===== src/design/cwpam_pkg.sv =====
// ----------------------------------------------------------------------------
// cwpam_pkg
// Types, codes and constants shared by the packed weight image address mapper.
// ----------------------------------------------------------------------------
`timescale 1ns / 1ps
`default_nettype none

package cwpam_pkg;

  localparam int unsigned CfgIdxW  = 3;
  localparam int unsigned CfgDataW = 13;

  localparam logic [CfgIdxW-1:0] REG_INPUT_CHANNELS = 3'd0;
  localparam logic [CfgIdxW-1:0] REG_OUTPUT_KERNELS = 3'd1;
  localparam logic [CfgIdxW-1:0] REG_KERNEL_WIDTH   = 3'd2;
  localparam logic [CfgIdxW-1:0] REG_KERNEL_HEIGHT  = 3'd3;
  localparam logic [CfgIdxW-1:0] REG_QUANTIZED_MODE = 3'd4;

  localparam logic [9:0]  TABLE_BYTES = 10'd512;
  localparam logic [30:0] LIMIT31     = 31'h7FFF_FFFF;

  typedef enum logic [1:0] {
    OP_WEIGHT = 2'd0,
    OP_BIAS   = 2'd1,
    OP_TABLE  = 2'd2
  } op_e;

  typedef struct packed {
    logic [12:0] input_channels;
    logic [12:0] output_kernels;
    logic [2:0]  kernel_width;
    logic [2:0]  kernel_height;
    logic        quantized_mode;
  } cfg_t;

  typedef struct packed {
    logic [1:0]  operation;
    logic [11:0] out_channel;
    logic [11:0] in_channel;
    logic [2:0]  tap_row;
    logic [2:0]  tap_col;
    logic [7:0]  table_slot;
    logic [15:0] element_value;
  } item_t;

  typedef struct packed {
    op_e         kind;
    logic        item_ok;
    logic        cfg_ok;
    logic        quant;
    logic [20:0] nk;
    logic [10:0] ngroups;
    logic [16:0] ng_prod;
    logic [8:0]  grp;
    logic [5:0]  tap_sel;
    logic [5:0]  ntaps;
    logic [9:0]  cp;
    logic [2:0]  lane;
    logic [6:0]  tile_pos;
    logic [7:0]  slot;
    logic [15:0] value;
  } idx_t;

  typedef struct packed {
    op_e         kind;
    logic        item_ok;
    logic        cfg_ok;
    logic        quant;
    logic [27:0] section;
    logic [27:0] gbase;
    logic [16:0] grp_off;
    logic [5:0]  tap_sel;
    logic [5:0]  ntaps;
    logic [7:0]  slot;
    logic [15:0] value;
  } lay_t;

  typedef struct packed {
    op_e         kind;
    logic        item_ok;
    logic        cfg_ok;
    logic        quant;
    logic [33:0] tap_off;
    logic [33:0] span;
    logic [27:0] gbase;
    logic [16:0] grp_off;
    logic [7:0]  slot;
    logic [15:0] value;
  } scl_t;

  typedef struct packed {
    logic [30:0] dest_offset;
    logic [15:0] value_out;
    logic [1:0]  byte_count;
    logic        in_range;
    logic [30:0] image_size;
  } res_t;

  // tile cell of a channel: row 11 - 3*(t>>1) - v/3, column 3*(t&1) + v%3
  function automatic logic [6:0] cell_index(logic [5:0] ch);
    logic [1:0] pair;
    logic [1:0] vdiv;
    logic [1:0] vmod;
    logic [3:0] row;
    logic [2:0] col;
    pair = ch[2:1];
    case (ch[5:3])
      3'd0: begin vdiv = 2'd0; vmod = 2'd0; end
      3'd1: begin vdiv = 2'd0; vmod = 2'd1; end
      3'd2: begin vdiv = 2'd0; vmod = 2'd2; end
      3'd3: begin vdiv = 2'd1; vmod = 2'd0; end
      3'd4: begin vdiv = 2'd1; vmod = 2'd1; end
      3'd5: begin vdiv = 2'd1; vmod = 2'd2; end
      3'd6: begin vdiv = 2'd2; vmod = 2'd0; end
      default: begin vdiv = 2'd2; vmod = 2'd1; end
    endcase
    row = 4'd11 - (4'({pair, 1'b0}) + 4'(pair)) - 4'(vdiv);
    col = ch[0] ? (3'd3 + 3'(vmod)) : 3'(vmod);
    return 7'({row, 2'b00}) + 7'({row, 1'b0}) + 7'(col);
  endfunction

endpackage

`default_nettype wire


===== src/design/cwpam_cfg_regs.sv =====
// ----------------------------------------------------------------------------
// cwpam_cfg_regs
// Layer configuration registers and their range check.
// ----------------------------------------------------------------------------
`timescale 1ns / 1ps
`default_nettype none

module cwpam_cfg_regs #(
  parameter int MAX_CHANNELS = 4096,
  parameter int MAX_KERNELS  = 4096,
  parameter int MAX_TAP      = 7
) (
  input  wire logic                          clk_i,
  input  wire logic                          rst_ni,
  input  wire logic                          cfg_we_i,
  input  wire logic [cwpam_pkg::CfgIdxW-1:0]  cfg_idx_i,
  input  wire logic [cwpam_pkg::CfgDataW-1:0] cfg_wdata_i,
  output cwpam_pkg::cfg_t                    cfg_o,
  output logic                               range_ok_o
);

  cwpam_pkg::cfg_t cfg_q;

  always_ff @(posedge clk_i or negedge rst_ni) begin
    if (!rst_ni) begin
      cfg_q.input_channels <= 13'd1;
      cfg_q.output_kernels <= 13'd1;
      cfg_q.kernel_width   <= 3'd1;
      cfg_q.kernel_height  <= 3'd1;
      cfg_q.quantized_mode <= 1'b0;
    end else if (cfg_we_i) begin
      unique case (cfg_idx_i)
        cwpam_pkg::REG_INPUT_CHANNELS: cfg_q.input_channels <= cfg_wdata_i;
        cwpam_pkg::REG_OUTPUT_KERNELS: cfg_q.output_kernels <= cfg_wdata_i;
        cwpam_pkg::REG_KERNEL_WIDTH:   cfg_q.kernel_width   <= cfg_wdata_i[2:0];
        cwpam_pkg::REG_KERNEL_HEIGHT:  cfg_q.kernel_height  <= cfg_wdata_i[2:0];
        cwpam_pkg::REG_QUANTIZED_MODE: cfg_q.quantized_mode <= cfg_wdata_i[0];
        default: ;
      endcase
    end
  end

  assign cfg_o = cfg_q;

  assign range_ok_o =
      (cfg_q.input_channels != 13'd0) && (32'(cfg_q.input_channels) <= 32'(MAX_CHANNELS)) &&
      (cfg_q.output_kernels != 13'd0) && (32'(cfg_q.output_kernels) <= 32'(MAX_KERNELS)) &&
      (cfg_q.kernel_width != 3'd0)    && (32'(cfg_q.kernel_width) <= 32'(MAX_TAP)) &&
      (cfg_q.kernel_height != 3'd0)   && (32'(cfg_q.kernel_height) <= 32'(MAX_TAP));

endmodule

`default_nettype wire


===== src/design/cwpam_index.sv =====
// ----------------------------------------------------------------------------
// cwpam_index
// First stage: item decode, bound checks, chunk and group counts, tap index.
// ----------------------------------------------------------------------------
`timescale 1ns / 1ps
`default_nettype none

module cwpam_index (
  input  wire logic             clk_i,
  input  wire logic             rst_ni,
  input  wire cwpam_pkg::cfg_t  cfg_i,
  input  wire logic             range_ok_i,
  input  wire logic             valid_i,
  output logic                  ready_o,
  input  wire cwpam_pkg::item_t data_i,
  output logic                  valid_o,
  input  wire logic             ready_i,
  output cwpam_pkg::idx_t       data_o
);

  logic            valid_q;
  cwpam_pkg::idx_t data_q;
  cwpam_pkg::idx_t data_d;

  logic [13:0] nch_sum;
  logic [13:0] ngr_sum;
  logic [7:0]  nchunks;
  logic [11:0] gfirst;
  logic [12:0] krem;
  logic [3:0]  gsize;
  logic [5:0]  tapidx;
  logic [5:0]  ntaps;
  logic        oc_ok;
  logic        wt_ok;

  always_comb begin
    nch_sum = 14'(cfg_i.input_channels) + 14'd63;
    ngr_sum = 14'(cfg_i.output_kernels) + 14'd7;
    nchunks = nch_sum[13:6];
    gfirst  = {data_i.out_channel[11:3], 3'b000};
    krem    = cfg_i.output_kernels - 13'(gfirst);
    if (cfg_i.output_kernels > 13'(gfirst)) begin
      gsize = (krem >= 13'd8) ? 4'd8 : 4'(krem);
    end else begin
      gsize = 4'd0;
    end
    tapidx = 6'(data_i.tap_row) * 6'(cfg_i.kernel_width) + 6'(data_i.tap_col);
    ntaps  = 6'(cfg_i.kernel_width) * 6'(cfg_i.kernel_height);
    oc_ok  = 13'(data_i.out_channel) < cfg_i.output_kernels;
    wt_ok  = oc_ok && (13'(data_i.in_channel) < cfg_i.input_channels) &&
             (data_i.tap_row < cfg_i.kernel_height) && (data_i.tap_col < cfg_i.kernel_width);

    data_d.cfg_ok   = range_ok_i;
    data_d.quant    = cfg_i.quantized_mode;
    data_d.nk       = 21'(nchunks) * 21'(cfg_i.output_kernels);
    data_d.ngroups  = ngr_sum[13:3];
    data_d.ng_prod  = 17'(nchunks) * 17'(data_i.out_channel[11:3]);
    data_d.grp      = data_i.out_channel[11:3];
    data_d.ntaps    = ntaps;
    data_d.cp       = 10'(data_i.in_channel[11:6]) * 10'(gsize);
    data_d.lane     = data_i.out_channel[2:0];
    data_d.tile_pos = cwpam_pkg::cell_index(data_i.in_channel[5:0]);
    data_d.slot     = data_i.table_slot;
    data_d.value    = data_i.element_value;
    data_d.tap_sel  = tapidx;

    unique case (data_i.operation)
      cwpam_pkg::OP_WEIGHT: begin
        data_d.kind    = cwpam_pkg::OP_WEIGHT;
        data_d.item_ok = wt_ok;
      end
      cwpam_pkg::OP_BIAS: begin
        data_d.kind    = cwpam_pkg::OP_BIAS;
        data_d.item_ok = oc_ok;
        data_d.tap_sel = ntaps - 6'd1;
      end
      cwpam_pkg::OP_TABLE: begin
        data_d.kind    = cwpam_pkg::OP_TABLE;
        data_d.item_ok = cfg_i.quantized_mode;
      end
      default: begin
        data_d.kind    = cwpam_pkg::OP_WEIGHT;
        data_d.item_ok = 1'b0;
      end
    endcase
  end

  assign ready_o = !valid_q || ready_i;

  always_ff @(posedge clk_i or negedge rst_ni) begin
    if (!rst_ni) begin
      valid_q <= 1'b0;
    end else if (ready_o) begin
      valid_q <= valid_i;
    end
  end

  always_ff @(posedge clk_i) begin
    if (valid_i && ready_o) begin
      data_q <= data_d;
    end
  end

  assign valid_o = valid_q;
  assign data_o  = data_q;

endmodule

`default_nettype wire


===== src/design/cwpam_layout.sv =====
// ----------------------------------------------------------------------------
// cwpam_layout
// Second stage: section size, group base and offset inside the group.
// ----------------------------------------------------------------------------
`timescale 1ns / 1ps
`default_nettype none

module cwpam_layout (
  input  wire logic            clk_i,
  input  wire logic            rst_ni,
  input  wire logic            valid_i,
  output logic                 ready_o,
  input  wire cwpam_pkg::idx_t data_i,
  output logic                 valid_o,
  input  wire logic            ready_i,
  output cwpam_pkg::lay_t      data_o
);

  logic            valid_q;
  cwpam_pkg::lay_t data_q;
  cwpam_pkg::lay_t data_d;

  logic [23:0] nk9;
  logic [27:0] nkt;
  logic [27:0] sec_sum;
  logic [19:0] ng9;
  logic [27:0] gtile;
  logic [9:0]  pos;
  logic [12:0] pos9;
  logic [16:0] ptile;
  logic [7:0]  cellb;

  always_comb begin
    // tile bytes are 9 * 8 (quantized) or 9 * 16
    nk9     = {data_i.nk, 3'b000} + 24'(data_i.nk);
    nkt     = data_i.quant ? 28'({nk9, 3'b000}) : {nk9, 4'b0000};
    sec_sum = 28'({data_i.ngroups, 4'b0000}) + nkt + 28'd15;
    ng9     = {data_i.ng_prod, 3'b000} + 20'(data_i.ng_prod);
    gtile   = data_i.quant ? 28'({ng9, 6'b000000}) : 28'({ng9, 7'b0000000});
    pos     = data_i.cp + 10'(data_i.lane);
    pos9    = {pos, 3'b000} + 13'(pos);
    ptile   = data_i.quant ? 17'({pos9, 3'b000}) : {pos9, 4'b0000};
    cellb   = data_i.quant ? 8'(data_i.tile_pos) : {data_i.tile_pos, 1'b0};

    data_d.kind    = data_i.kind;
    data_d.item_ok = data_i.item_ok;
    data_d.cfg_ok  = data_i.cfg_ok;
    data_d.quant   = data_i.quant;
    data_d.section = {sec_sum[27:4], 4'b0000};
    data_d.gbase   = gtile + 28'({data_i.grp, 4'b0000});
    data_d.grp_off = (data_i.kind == cwpam_pkg::OP_BIAS) ? 17'({data_i.lane, 1'b0})
                                                         : 17'd16 + ptile + 17'(cellb);
    data_d.tap_sel = data_i.tap_sel;
    data_d.ntaps   = data_i.ntaps;
    data_d.slot    = data_i.slot;
    data_d.value   = data_i.value;
  end

  assign ready_o = !valid_q || ready_i;

  always_ff @(posedge clk_i or negedge rst_ni) begin
    if (!rst_ni) begin
      valid_q <= 1'b0;
    end else if (ready_o) begin
      valid_q <= valid_i;
    end
  end

  always_ff @(posedge clk_i) begin
    if (valid_i && ready_o) begin
      data_q <= data_d;
    end
  end

  assign valid_o = valid_q;
  assign data_o  = data_q;

endmodule

`default_nettype wire


===== src/design/cwpam_scale.sv =====
// ----------------------------------------------------------------------------
// cwpam_scale
// Third stage: tap section offset and whole tap span multiplies.
// ----------------------------------------------------------------------------
`timescale 1ns / 1ps
`default_nettype none

module cwpam_scale (
  input  wire logic            clk_i,
  input  wire logic            rst_ni,
  input  wire logic            valid_i,
  output logic                 ready_o,
  input  wire cwpam_pkg::lay_t data_i,
  output logic                 valid_o,
  input  wire logic            ready_i,
  output cwpam_pkg::scl_t      data_o
);

  logic            valid_q;
  cwpam_pkg::scl_t data_q;
  cwpam_pkg::scl_t data_d;

  always_comb begin
    data_d.kind    = data_i.kind;
    data_d.item_ok = data_i.item_ok;
    data_d.cfg_ok  = data_i.cfg_ok;
    data_d.quant   = data_i.quant;
    data_d.tap_off = 34'(data_i.tap_sel) * 34'(data_i.section);
    data_d.span    = 34'(data_i.ntaps) * 34'(data_i.section);
    data_d.gbase   = data_i.gbase;
    data_d.grp_off = data_i.grp_off;
    data_d.slot    = data_i.slot;
    data_d.value   = data_i.value;
  end

  assign ready_o = !valid_q || ready_i;

  always_ff @(posedge clk_i or negedge rst_ni) begin
    if (!rst_ni) begin
      valid_q <= 1'b0;
    end else if (ready_o) begin
      valid_q <= valid_i;
    end
  end

  always_ff @(posedge clk_i) begin
    if (valid_i && ready_o) begin
      data_q <= data_d;
    end
  end

  assign valid_o = valid_q;
  assign data_o  = data_q;

endmodule

`default_nettype wire


===== src/design/cwpam_result.sv =====
// ----------------------------------------------------------------------------
// cwpam_result
// Last stage: image size check, final offset sum and output register.
// ----------------------------------------------------------------------------
`timescale 1ns / 1ps
`default_nettype none

module cwpam_result (
  input  wire logic            clk_i,
  input  wire logic            rst_ni,
  input  wire logic            valid_i,
  output logic                 ready_o,
  input  wire cwpam_pkg::scl_t data_i,
  output logic                 valid_o,
  input  wire logic            ready_i,
  output cwpam_pkg::res_t      data_o
);

  logic            valid_q;
  cwpam_pkg::res_t data_q;
  cwpam_pkg::res_t data_d;

  logic [34:0] prefix;
  logic [34:0] size;
  logic [34:0] off;
  logic        size_ok;
  logic        elem_ok;
  logic        qweight;

  always_comb begin
    prefix  = data_i.quant ? 35'(cwpam_pkg::TABLE_BYTES) : 35'd0;
    size    = prefix + 35'(data_i.span);
    off     = prefix + 35'(data_i.tap_off) + 35'(data_i.gbase) + 35'(data_i.grp_off);
    size_ok = data_i.cfg_ok && (size <= 35'(cwpam_pkg::LIMIT31));
    elem_ok = size_ok && data_i.item_ok;
    qweight = data_i.quant && (data_i.kind == cwpam_pkg::OP_WEIGHT);

    data_d.image_size  = size_ok ? size[30:0] : 31'd0;
    data_d.in_range    = elem_ok;
    data_d.dest_offset = 31'd0;
    data_d.value_out   = 16'd0;
    data_d.byte_count  = 2'd0;
    if (elem_ok) begin
      data_d.dest_offset = (data_i.kind == cwpam_pkg::OP_TABLE) ? 31'({data_i.slot, 1'b0})
                                                                : off[30:0];
      data_d.value_out   = qweight ? {8'd0, data_i.value[7:0]} : data_i.value;
      data_d.byte_count  = qweight ? 2'd1 : 2'd2;
    end
  end

  assign ready_o = !valid_q || ready_i;

  always_ff @(posedge clk_i or negedge rst_ni) begin
    if (!rst_ni) begin
      valid_q <= 1'b0;
    end else if (ready_o) begin
      valid_q <= valid_i;
    end
  end

  always_ff @(posedge clk_i) begin
    if (valid_i && ready_o) begin
      data_q <= data_d;
    end
  end

  assign valid_o = valid_q;
  assign data_o  = data_q;

endmodule

`default_nettype wire


===== src/design/conv_weight_pack_address_mapper.sv =====
// ----------------------------------------------------------------------------
// conv_weight_pack_address_mapper
// Byte offset, byte count and image size of each element of a packed
// convolution weight image.
//
//   channel   direction  handshake                  payload
//   item      in         in_valid_i / in_stall_o    operation_i .. element_value_i
//   result    out        out_valid_o / out_stall_i  dest_offset_o .. image_size_o
//   config    in         cfg_we_i                   cfg_idx_i, cfg_wdata_i
//
// one transfer per cycle in, one result per cycle out while out_stall_i is low,
// through index, layout, multiply and output register stages
// no clearing pass after reset; config registers come up at 1,1,1,1,0
// a stall holds the output register, bubbles ahead of it still fill
// ----------------------------------------------------------------------------
`timescale 1ns / 1ps
`default_nettype none

module conv_weight_pack_address_mapper #(
  parameter int MAX_CHANNELS = 4096,
  parameter int MAX_KERNELS  = 4096,
  parameter int MAX_TAP      = 7
) (
  input  wire logic                          clk_i,
  input  wire logic                          rst_ni,
  input  wire logic                          in_valid_i,
  output logic                               in_stall_o,
  input  wire logic [1:0]                    operation_i,
  input  wire logic [11:0]                   out_channel_i,
  input  wire logic [11:0]                   in_channel_i,
  input  wire logic [2:0]                    tap_row_i,
  input  wire logic [2:0]                    tap_col_i,
  input  wire logic [7:0]                    table_slot_i,
  input  wire logic [15:0]                   element_value_i,
  output logic                               out_valid_o,
  input  wire logic                          out_stall_i,
  output logic [30:0]                        dest_offset_o,
  output logic [15:0]                        value_out_o,
  output logic [1:0]                         byte_count_o,
  output logic                               in_range_o,
  output logic [30:0]                        image_size_o,
  input  wire logic                          cfg_we_i,
  input  wire logic [cwpam_pkg::CfgIdxW-1:0]  cfg_idx_i,
  input  wire logic [cwpam_pkg::CfgDataW-1:0] cfg_wdata_i
);

  cwpam_pkg::cfg_t  cfg;
  logic             range_ok;
  cwpam_pkg::item_t item;
  cwpam_pkg::idx_t  idx_data;
  cwpam_pkg::lay_t  lay_data;
  cwpam_pkg::scl_t  scl_data;
  cwpam_pkg::res_t  res_data;
  logic             idx_ready;
  logic             idx_valid;
  logic             lay_ready;
  logic             lay_valid;
  logic             scl_ready;
  logic             scl_valid;
  logic             res_ready;

  assign item.operation     = operation_i;
  assign item.out_channel   = out_channel_i;
  assign item.in_channel    = in_channel_i;
  assign item.tap_row       = tap_row_i;
  assign item.tap_col       = tap_col_i;
  assign item.table_slot    = table_slot_i;
  assign item.element_value = element_value_i;

  cwpam_cfg_regs #(
    .MAX_CHANNELS(MAX_CHANNELS),
    .MAX_KERNELS (MAX_KERNELS),
    .MAX_TAP     (MAX_TAP)
  ) u_cfg_regs (
    .clk_i      (clk_i),
    .rst_ni     (rst_ni),
    .cfg_we_i   (cfg_we_i),
    .cfg_idx_i  (cfg_idx_i),
    .cfg_wdata_i(cfg_wdata_i),
    .cfg_o      (cfg),
    .range_ok_o (range_ok)
  );

  cwpam_index u_index (
    .clk_i     (clk_i),
    .rst_ni    (rst_ni),
    .cfg_i     (cfg),
    .range_ok_i(range_ok),
    .valid_i   (in_valid_i),
    .ready_o   (idx_ready),
    .data_i    (item),
    .valid_o   (idx_valid),
    .ready_i   (lay_ready),
    .data_o    (idx_data)
  );

  cwpam_layout u_layout (
    .clk_i  (clk_i),
    .rst_ni (rst_ni),
    .valid_i(idx_valid),
    .ready_o(lay_ready),
    .data_i (idx_data),
    .valid_o(lay_valid),
    .ready_i(scl_ready),
    .data_o (lay_data)
  );

  cwpam_scale u_scale (
    .clk_i  (clk_i),
    .rst_ni (rst_ni),
    .valid_i(lay_valid),
    .ready_o(scl_ready),
    .data_i (lay_data),
    .valid_o(scl_valid),
    .ready_i(res_ready),
    .data_o (scl_data)
  );

  cwpam_result u_result (
    .clk_i  (clk_i),
    .rst_ni (rst_ni),
    .valid_i(scl_valid),
    .ready_o(res_ready),
    .data_i (scl_data),
    .valid_o(out_valid_o),
    .ready_i(!out_stall_i),
    .data_o (res_data)
  );

  assign in_stall_o    = !idx_ready;
  assign dest_offset_o = res_data.dest_offset;
  assign value_out_o   = res_data.value_out;
  assign byte_count_o  = res_data.byte_count;
  assign in_range_o    = res_data.in_range;
  assign image_size_o  = res_data.image_size;

endmodule

`default_nettype wire


===== config.mk =====
export PLATFORM = sky130hd
export DESIGN_NAME = conv_weight_pack_address_mapper
export DESIGN_NICKNAME = d
export VERILOG_FILES = /design/src/design/cwpam_pkg.sv /design/src/design/cwpam_cfg_regs.sv /design/src/design/cwpam_index.sv /design/src/design/cwpam_layout.sv /design/src/design/cwpam_scale.sv /design/src/design/cwpam_result.sv /design/src/design/conv_weight_pack_address_mapper.sv
export SDC_FILE = /design/constraint.sdc
export NUM_CORES = 2
export LEC_CHECK = 0
export BUFFER_PORTS_ARGS = -buffer_cell sky130_fd_sc_hd__buf_2
export CORE_UTILIZATION = 65
export CTS_BUF_LIST = sky130_fd_sc_hd__clkbuf_2 sky130_fd_sc_hd__clkbuf_4 sky130_fd_sc_hd__clkbuf_8
export DETAILED_ROUTE_END_ITERATION = 7
export PLACE_DENSITY = 0.8
export SLEW_MARGIN = 20
export SYNTH_ARGS = -nofsm -noshare
export SYNTH_HDL_FRONTEND = slang
export SYNTH_SLANG_ARGS = --single-unit

===== constraint.sdc =====
create_clock -name clk_i -period 14.1 [get_ports clk_i]
set_input_delay 1.41 -clock clk_i [delete_from_list [all_inputs] [get_ports clk_i]]
set_output_delay 1.41 -clock clk_i [all_outputs]
set_load 0.01 [all_outputs]

After elaboration in Yosys (flattened, before gate mapping)

Index checks and enable logic that the tools add are counted.

Output and inout port bits: 83
Logic and storage cells: 167
Bits of input ports: 77
Register bits after elaboration: 478

Bitwise logic cells: 1
Reduce and logical (&&, ||, !) cells: 44
Add/subtract/negate cells: 24
$lt $le $gt $ge: 9
Multiply operators: 7
Multiplexer cells: 15
Equal/unequal tests: 14

Operator list:

| cell                                                                    | count |
|---|---|
| 35-bit by 34-bit adder with 35-bit output                               | 1 |
| 35-bit by 31-bit <= comparator with 1-bit output, second input constant | 1 |
| 10-bit by 31-bit adder with 31-bit output                               | 1 |
| 31-bit by 17-bit adder with 31-bit output                               | 1 |
| 31-bit by 28-bit adder with 31-bit output                               | 1 |
| 6-bit by 24-bit multiplier with 30-bit output                           | 1 |
| 15-bit by 28-bit adder with 28-bit output                               | 1 |
| 28-bit by 13-bit adder with 28-bit output                               | 1 |
| 28-bit by 4-bit adder with 28-bit output, second input constant         | 1 |
| 28-bit two-way mux                                                      | 1 |
| 6-bit by 24-bit multiplier with 27-bit output                           | 1 |
| 27-bit two-way mux                                                      | 1 |
| 13-bit <= comparator, second input constant                             | 2 |
| 12-bit by 13-bit less-than comparator with 1-bit output                 | 2 |
| 13-bit nonzero test                                                     | 2 |
| 24-bit by 21-bit adder with 24-bit output                               | 1 |
| 8-bit by 13-bit multiplier with 21-bit output                           | 1 |
| 20-bit by 17-bit adder with 20-bit output                               | 1 |
| 17-bit by 8-bit adder with 17-bit output                                | 1 |
| 5-bit by 17-bit adder with 17-bit output, first input constant          | 1 |
| 8-bit by 9-bit multiplier with 17-bit output                            | 1 |
| 17-bit two-way mux                                                      | 1 |
| 1-bit logical AND                                                       | 15 |
| 13-bit by 3-bit adder with 14-bit output, second input constant         | 1 |
| 40 further kinds                                                        | 73 |

Depth between registers and ports, before layout

Depth in word-level cells: 7
Depth in mapped cells: 28
Gate-level depth less buffers: 27

By module

Synthesis repeated with hierarchy kept, for this count alone.

Cells, all modules: 4287
Area, all modules: 43628.1 µm²

Modules (own cells, without submodules):

| module                          | cells each | instances | sequential area each (µm²) | area an instance (µm²) |
|---|---|---|---|---|
| cwpam_scale                     | 1469       | 1         | 4289.1                     | 15103.2 |
| cwpam_index                     | 1227       | 1         | 3598.5                     | 12306.8 |
| cwpam_layout                    | 914        | 1         | 3208.1                     | 8764.7 |
| cwpam_result                    | 588        | 1         | 2457.4                     | 6069.6 |
| cwpam_cfg_regs                  | 87         | 1         | 830.8                      | 1376.3 |
| conv_weight_pack_address_mapper | 2          | 1         | 0.0                        | 7.5 |

Worst setup path after synthesis

No wires, ideal clock.

Path kind: input to register
From: in out_stall_i
To: reg u_scale.data_q (netlist bit u_scale.data_o[0]), enable pin
Data required time: 13.470 ns
Arrival: 7.243 ns
Path slack: 6.227 ns
Setup time: 0.630 ns
Path buffers: 0
Stages on the path: 2
Cells stage by stage: and3_1 nor2b_1

Cells in the longest elaborated chain, start to end: 4

RTL lines:

| what                 | line                                   | source |
|---|---|---|
| start, declared      | conv_weight_pack_address_mapper.sv:36  | `input wire logic out_stall_i,` |
| 1-bit zero test      | conv_weight_pack_address_mapper.sv:126 | `.ready_i(!out_stall_i),` |
| 1-bit logical OR     | cwpam_result.sv:51                     | `assign ready_o = !valid_q \|\| ready_i;` |
| 1-bit logical OR     | cwpam_scale.sv:36                      | `assign ready_o = !valid_q \|\| ready_i;` |
| 1-bit logical AND    | cwpam_scale.sv:47                      | `if (valid_i && ready_o) begin` |
| end signal, assigned | cwpam_scale.sv:48                      | `data_q <= data_d;` |
| end, declared        | cwpam_scale.sv:20                      | `cwpam_pkg::scl_t data_q;` |

No other way between the ends.
A chain may end at the register's enable or synchronous reset.

==> results.md <==
- Post-layout min period: 7.18 ns
- Area delta synth->final: 8.08%
- Startpoint types: flip-flop
- Total Routing Usage GR: 0.280
- Synth Area per Inst: 10.3 sq um
- Status: finished, final reports clean
- Reg2Reg Capture Point: u_index.data_o[113]
- Final setup fails: 0
- Yosys top cell area share: 0.334
- Arr. time, crit path: 7.61 ns
- Detailed placement HPWL: 63.0 mm
- Number of fill cells: 4208
- Skew-Pair Late Insertion Delay: 0.70 ns
- Measured slew at the worst slew-check pin: 1.07 ns
- Global Route met1 Usage: 0.381
- H-tree lvl count: 3
- Reg2Reg Depth: 24
- Largest net degree at the start of global routing: 80
- Post-CTS setup buffers: 0
- Cts hold-fix bufs: 0
- Clock root cell: clkbuf_8
- 1st-pass router iterations: 6
- Grt ovf: 0
- Remaining DRCs: 0
- Final hold vios: 0
- Worst Hold Depth: 0
- CP required: 14.53 ns
- Yosys warnings: 0
- PostCTS Resize Cnt: 0
- Crit path max fanout: 22
- Share of layout cells above drive strength 1: 0.0976
- Total core area: 58100 sq um
- Count leader, synth: nand2_1
- Die Y: 246 um
- Critical path endpoint category: flip-flop
- Met3 Usage GRT: 0.0409
- Clock sinks: 466
- R2R Path Start: u_cfg_regs.cfg_o[20]
- Clk_skew: 0.0426 ns
- R2R Setup Slk: 6.92 ns
- Hold WC Path Type: flip-flop to flip-flop
- Yosys top cell by area: edfxtp_1
- Placer Congestion: 0.927
- Post-route setup TNS: 0 ns
- Syn Std Cell Area: 38600 sq um
- Nets: 4625
- Die Area: 60400 sq um
- PortBufs: 155
- Slew HR: 0.287
- Core Rows: 88
- Fmax: 139 MHz
- Final worst path period share: 0.509
- Register bit total from synthesis: 466
- Main flop type after synthesis: edfxtp_1
- Vias per std cell: 5.73
- WS Path Type: flip-flop to flip-flop
- DR WL/cell: 17.4 um
- Clk slew on worst S/H paths: 0.06 ns
- Multi-input gate area: 22700 sq um
- First-pass GRT wire length: 135 mm
- Number of flops mapped to enable cells by yosys: 429
- Seq/Total Area, Yosys: 0.358
- Detailed-route via count: 26934
- Number of antenna-violating nets in the routed design: 0
- Final slew viol count: 0
- Synth Instances: 3737
- Netlist cell types: 90
- Vias in the first global route: 26881
- Synth area leaders: edfxtp_1 (33%), fa_1 (17%), ha_1 (11%)
- Commonest cells in the netlist: nand2_1 (491), inv_1 (460), edfxtp_1 (429)
- Hold EP: u_scale.data_o[12]
- Max Root-Sink Buffers: 3
- Async S/R FF share, synth: 0.0794
- Starting DRT DRC Count: 1864
- Die W: 246 um
- Post-Route WL: 81.7 mm
- Max cap viols: 0
- I/O Pins: 160
- Initial antenna violation count: 1
- Layer with the highest usage: met2
- RSZ-0062 raised after global routing: no
- Starting density of the core: 0.664
- HP Start: u_layout.data_o[12]
- TritonCTS Buffers: 77
- Met2 GRT Util: 0.461
- Total area of sequential cells: 13800 sq um
- CTS tree: yes
cells by family (layout without fill, tap and decap cells):
kind of cell | after synthesis | after routing | synth area share
mux | 44 | 44 | 0.0122
other cells | 1 | 6 | 0.0000971
flops | 466 | 466 | 0.358
simple gates | 1164 | 1164 | 0.141
buf+inv | 580 | 775 | 0.0571
compound gates | 560 | 560 | 0.0941
xor+xnor | 246 | 246 | 0.0558
fa+ha+maj | 676 | 676 | 0.282
state kept, by name, indices dropped and copies added, names as in the netlist:
| register | flops |
|---|---|
| u_result.data_o | 77 |
| u_scale.valid_o | 1 |
| u_layout.valid_o | 1 |
| u_cfg_regs.cfg_o | 33 |
| u_result.valid_o | 1 |
| u_scale.data_o | 127 |
| u_layout.data_o | 106 |
| u_index.data_o | 119 |
| u_index.valid_o | 1 |
layout by cell type (no fill, tap or decap), types with 19 or more instances in the layout:
master	instances
nand3_1	47
buf_2	155
mux2i_1	19
fa_1	323
and2_1	140
nand2_1	491
and3_1	41
o21bai_1	20
nor3_1	61
nand4_1	19
clkbuf_4	20
dfrtp_1	33
edfxtp_1	429
inv_1	460
xor2_1	74
xnor2_1	169
a21o_1	67
nand2b_1	27
mux2_2	24
clkbuf_8	80
o21ai_0	125
ha_1	353
nor2b_1	29
a21oi_1	155
nor2_1	237
a211oi_1	27
o21a_1	27
metal layers:
metal | share of wire | vias up
met3 | 0.061 | 147
met1 | 0.43 | 13037
met5 | 0 | -
met4 | 0.027 | 0
met2 | 0.48 | 848
li1 | - | 12902
area by class of cell:
class / count / area share
antenna: 2 / 0.000120
clock buffer: 100 / 0.0300
clock inverter: 42 / 0.00981
inverter: 461 / 0.0415
multi-input combinational: 2694 / 0.543
sequential: 466 / 0.331
tap: 765 / 0.0229
timing repair buffer: 172 / 0.0217
stage by stage:
stage	hold WS, ns	cells	instance area [sq um]	utilization	setup slack, ns
after global routing	0.399	4701	41700	0.718	6.29
after floorplan	0.400	3740	38600	-	6.23
after global placement	0.400	4557	40000	0.688	7.26
after CTS	0.393	4700	41700	0.717	7.09
after detailed placement	0.405	4558	40000	0.689	7.10
final	0.398	4702	41700	0.718	6.92
worst max path at each step:
| stage | end | cells after the start | startpoint | slack (ns) |
|---|---|---|---|---|
| 6_report | u_index.data_o[113] | 24 | u_cfg_regs.cfg_o[20] | 6.92 |
| 5_1_grt | u_index.data_o[113] | 24 | u_cfg_regs.cfg_o[20] | 6.29 |
| 4_1_cts | u_index.data_o[113] | 24 | u_cfg_regs.cfg_o[20] | 7.09 |
| 3_5_place_dp | u_index.data_o[43] | 23 | out_channel_i[4] | 7.10 |
| 3_3_place_gp | u_index.data_o[43] | 23 | out_channel_i[4] | 7.26 |
| 2_1_floorplan | u_scale.data_o[0] | 2 | out_stall_i | 6.23 |
critical path: stages (launching register included):
cell and delay [ns]:
dfstp_2 0.53, nor4_1 0.05, nand3_1 0.14, nand2_1 0.13, nor3_1 0.52, nand2_1 0.27, nor2_1 0.23, and3_1 0.77
nand2_1 0.19, fa_1 0.54, fa_1 0.55, inv_1 0.06, fa_1 0.52, inv_1 0.05, fa_1 0.52, inv_1 0.04
ha_1 0.30, o21ai_0 0.10, o21ai_0 0.27, nand2_1 0.14, o21a_1 0.24, a2111oi_0 0.37, nor3b_1 0.13, a21oi_1 0.17
xnor2_1 0.08
Power is not shown: default switching activity piles up to over one toggle a cycle in this logic, so the estimate is an artifact.
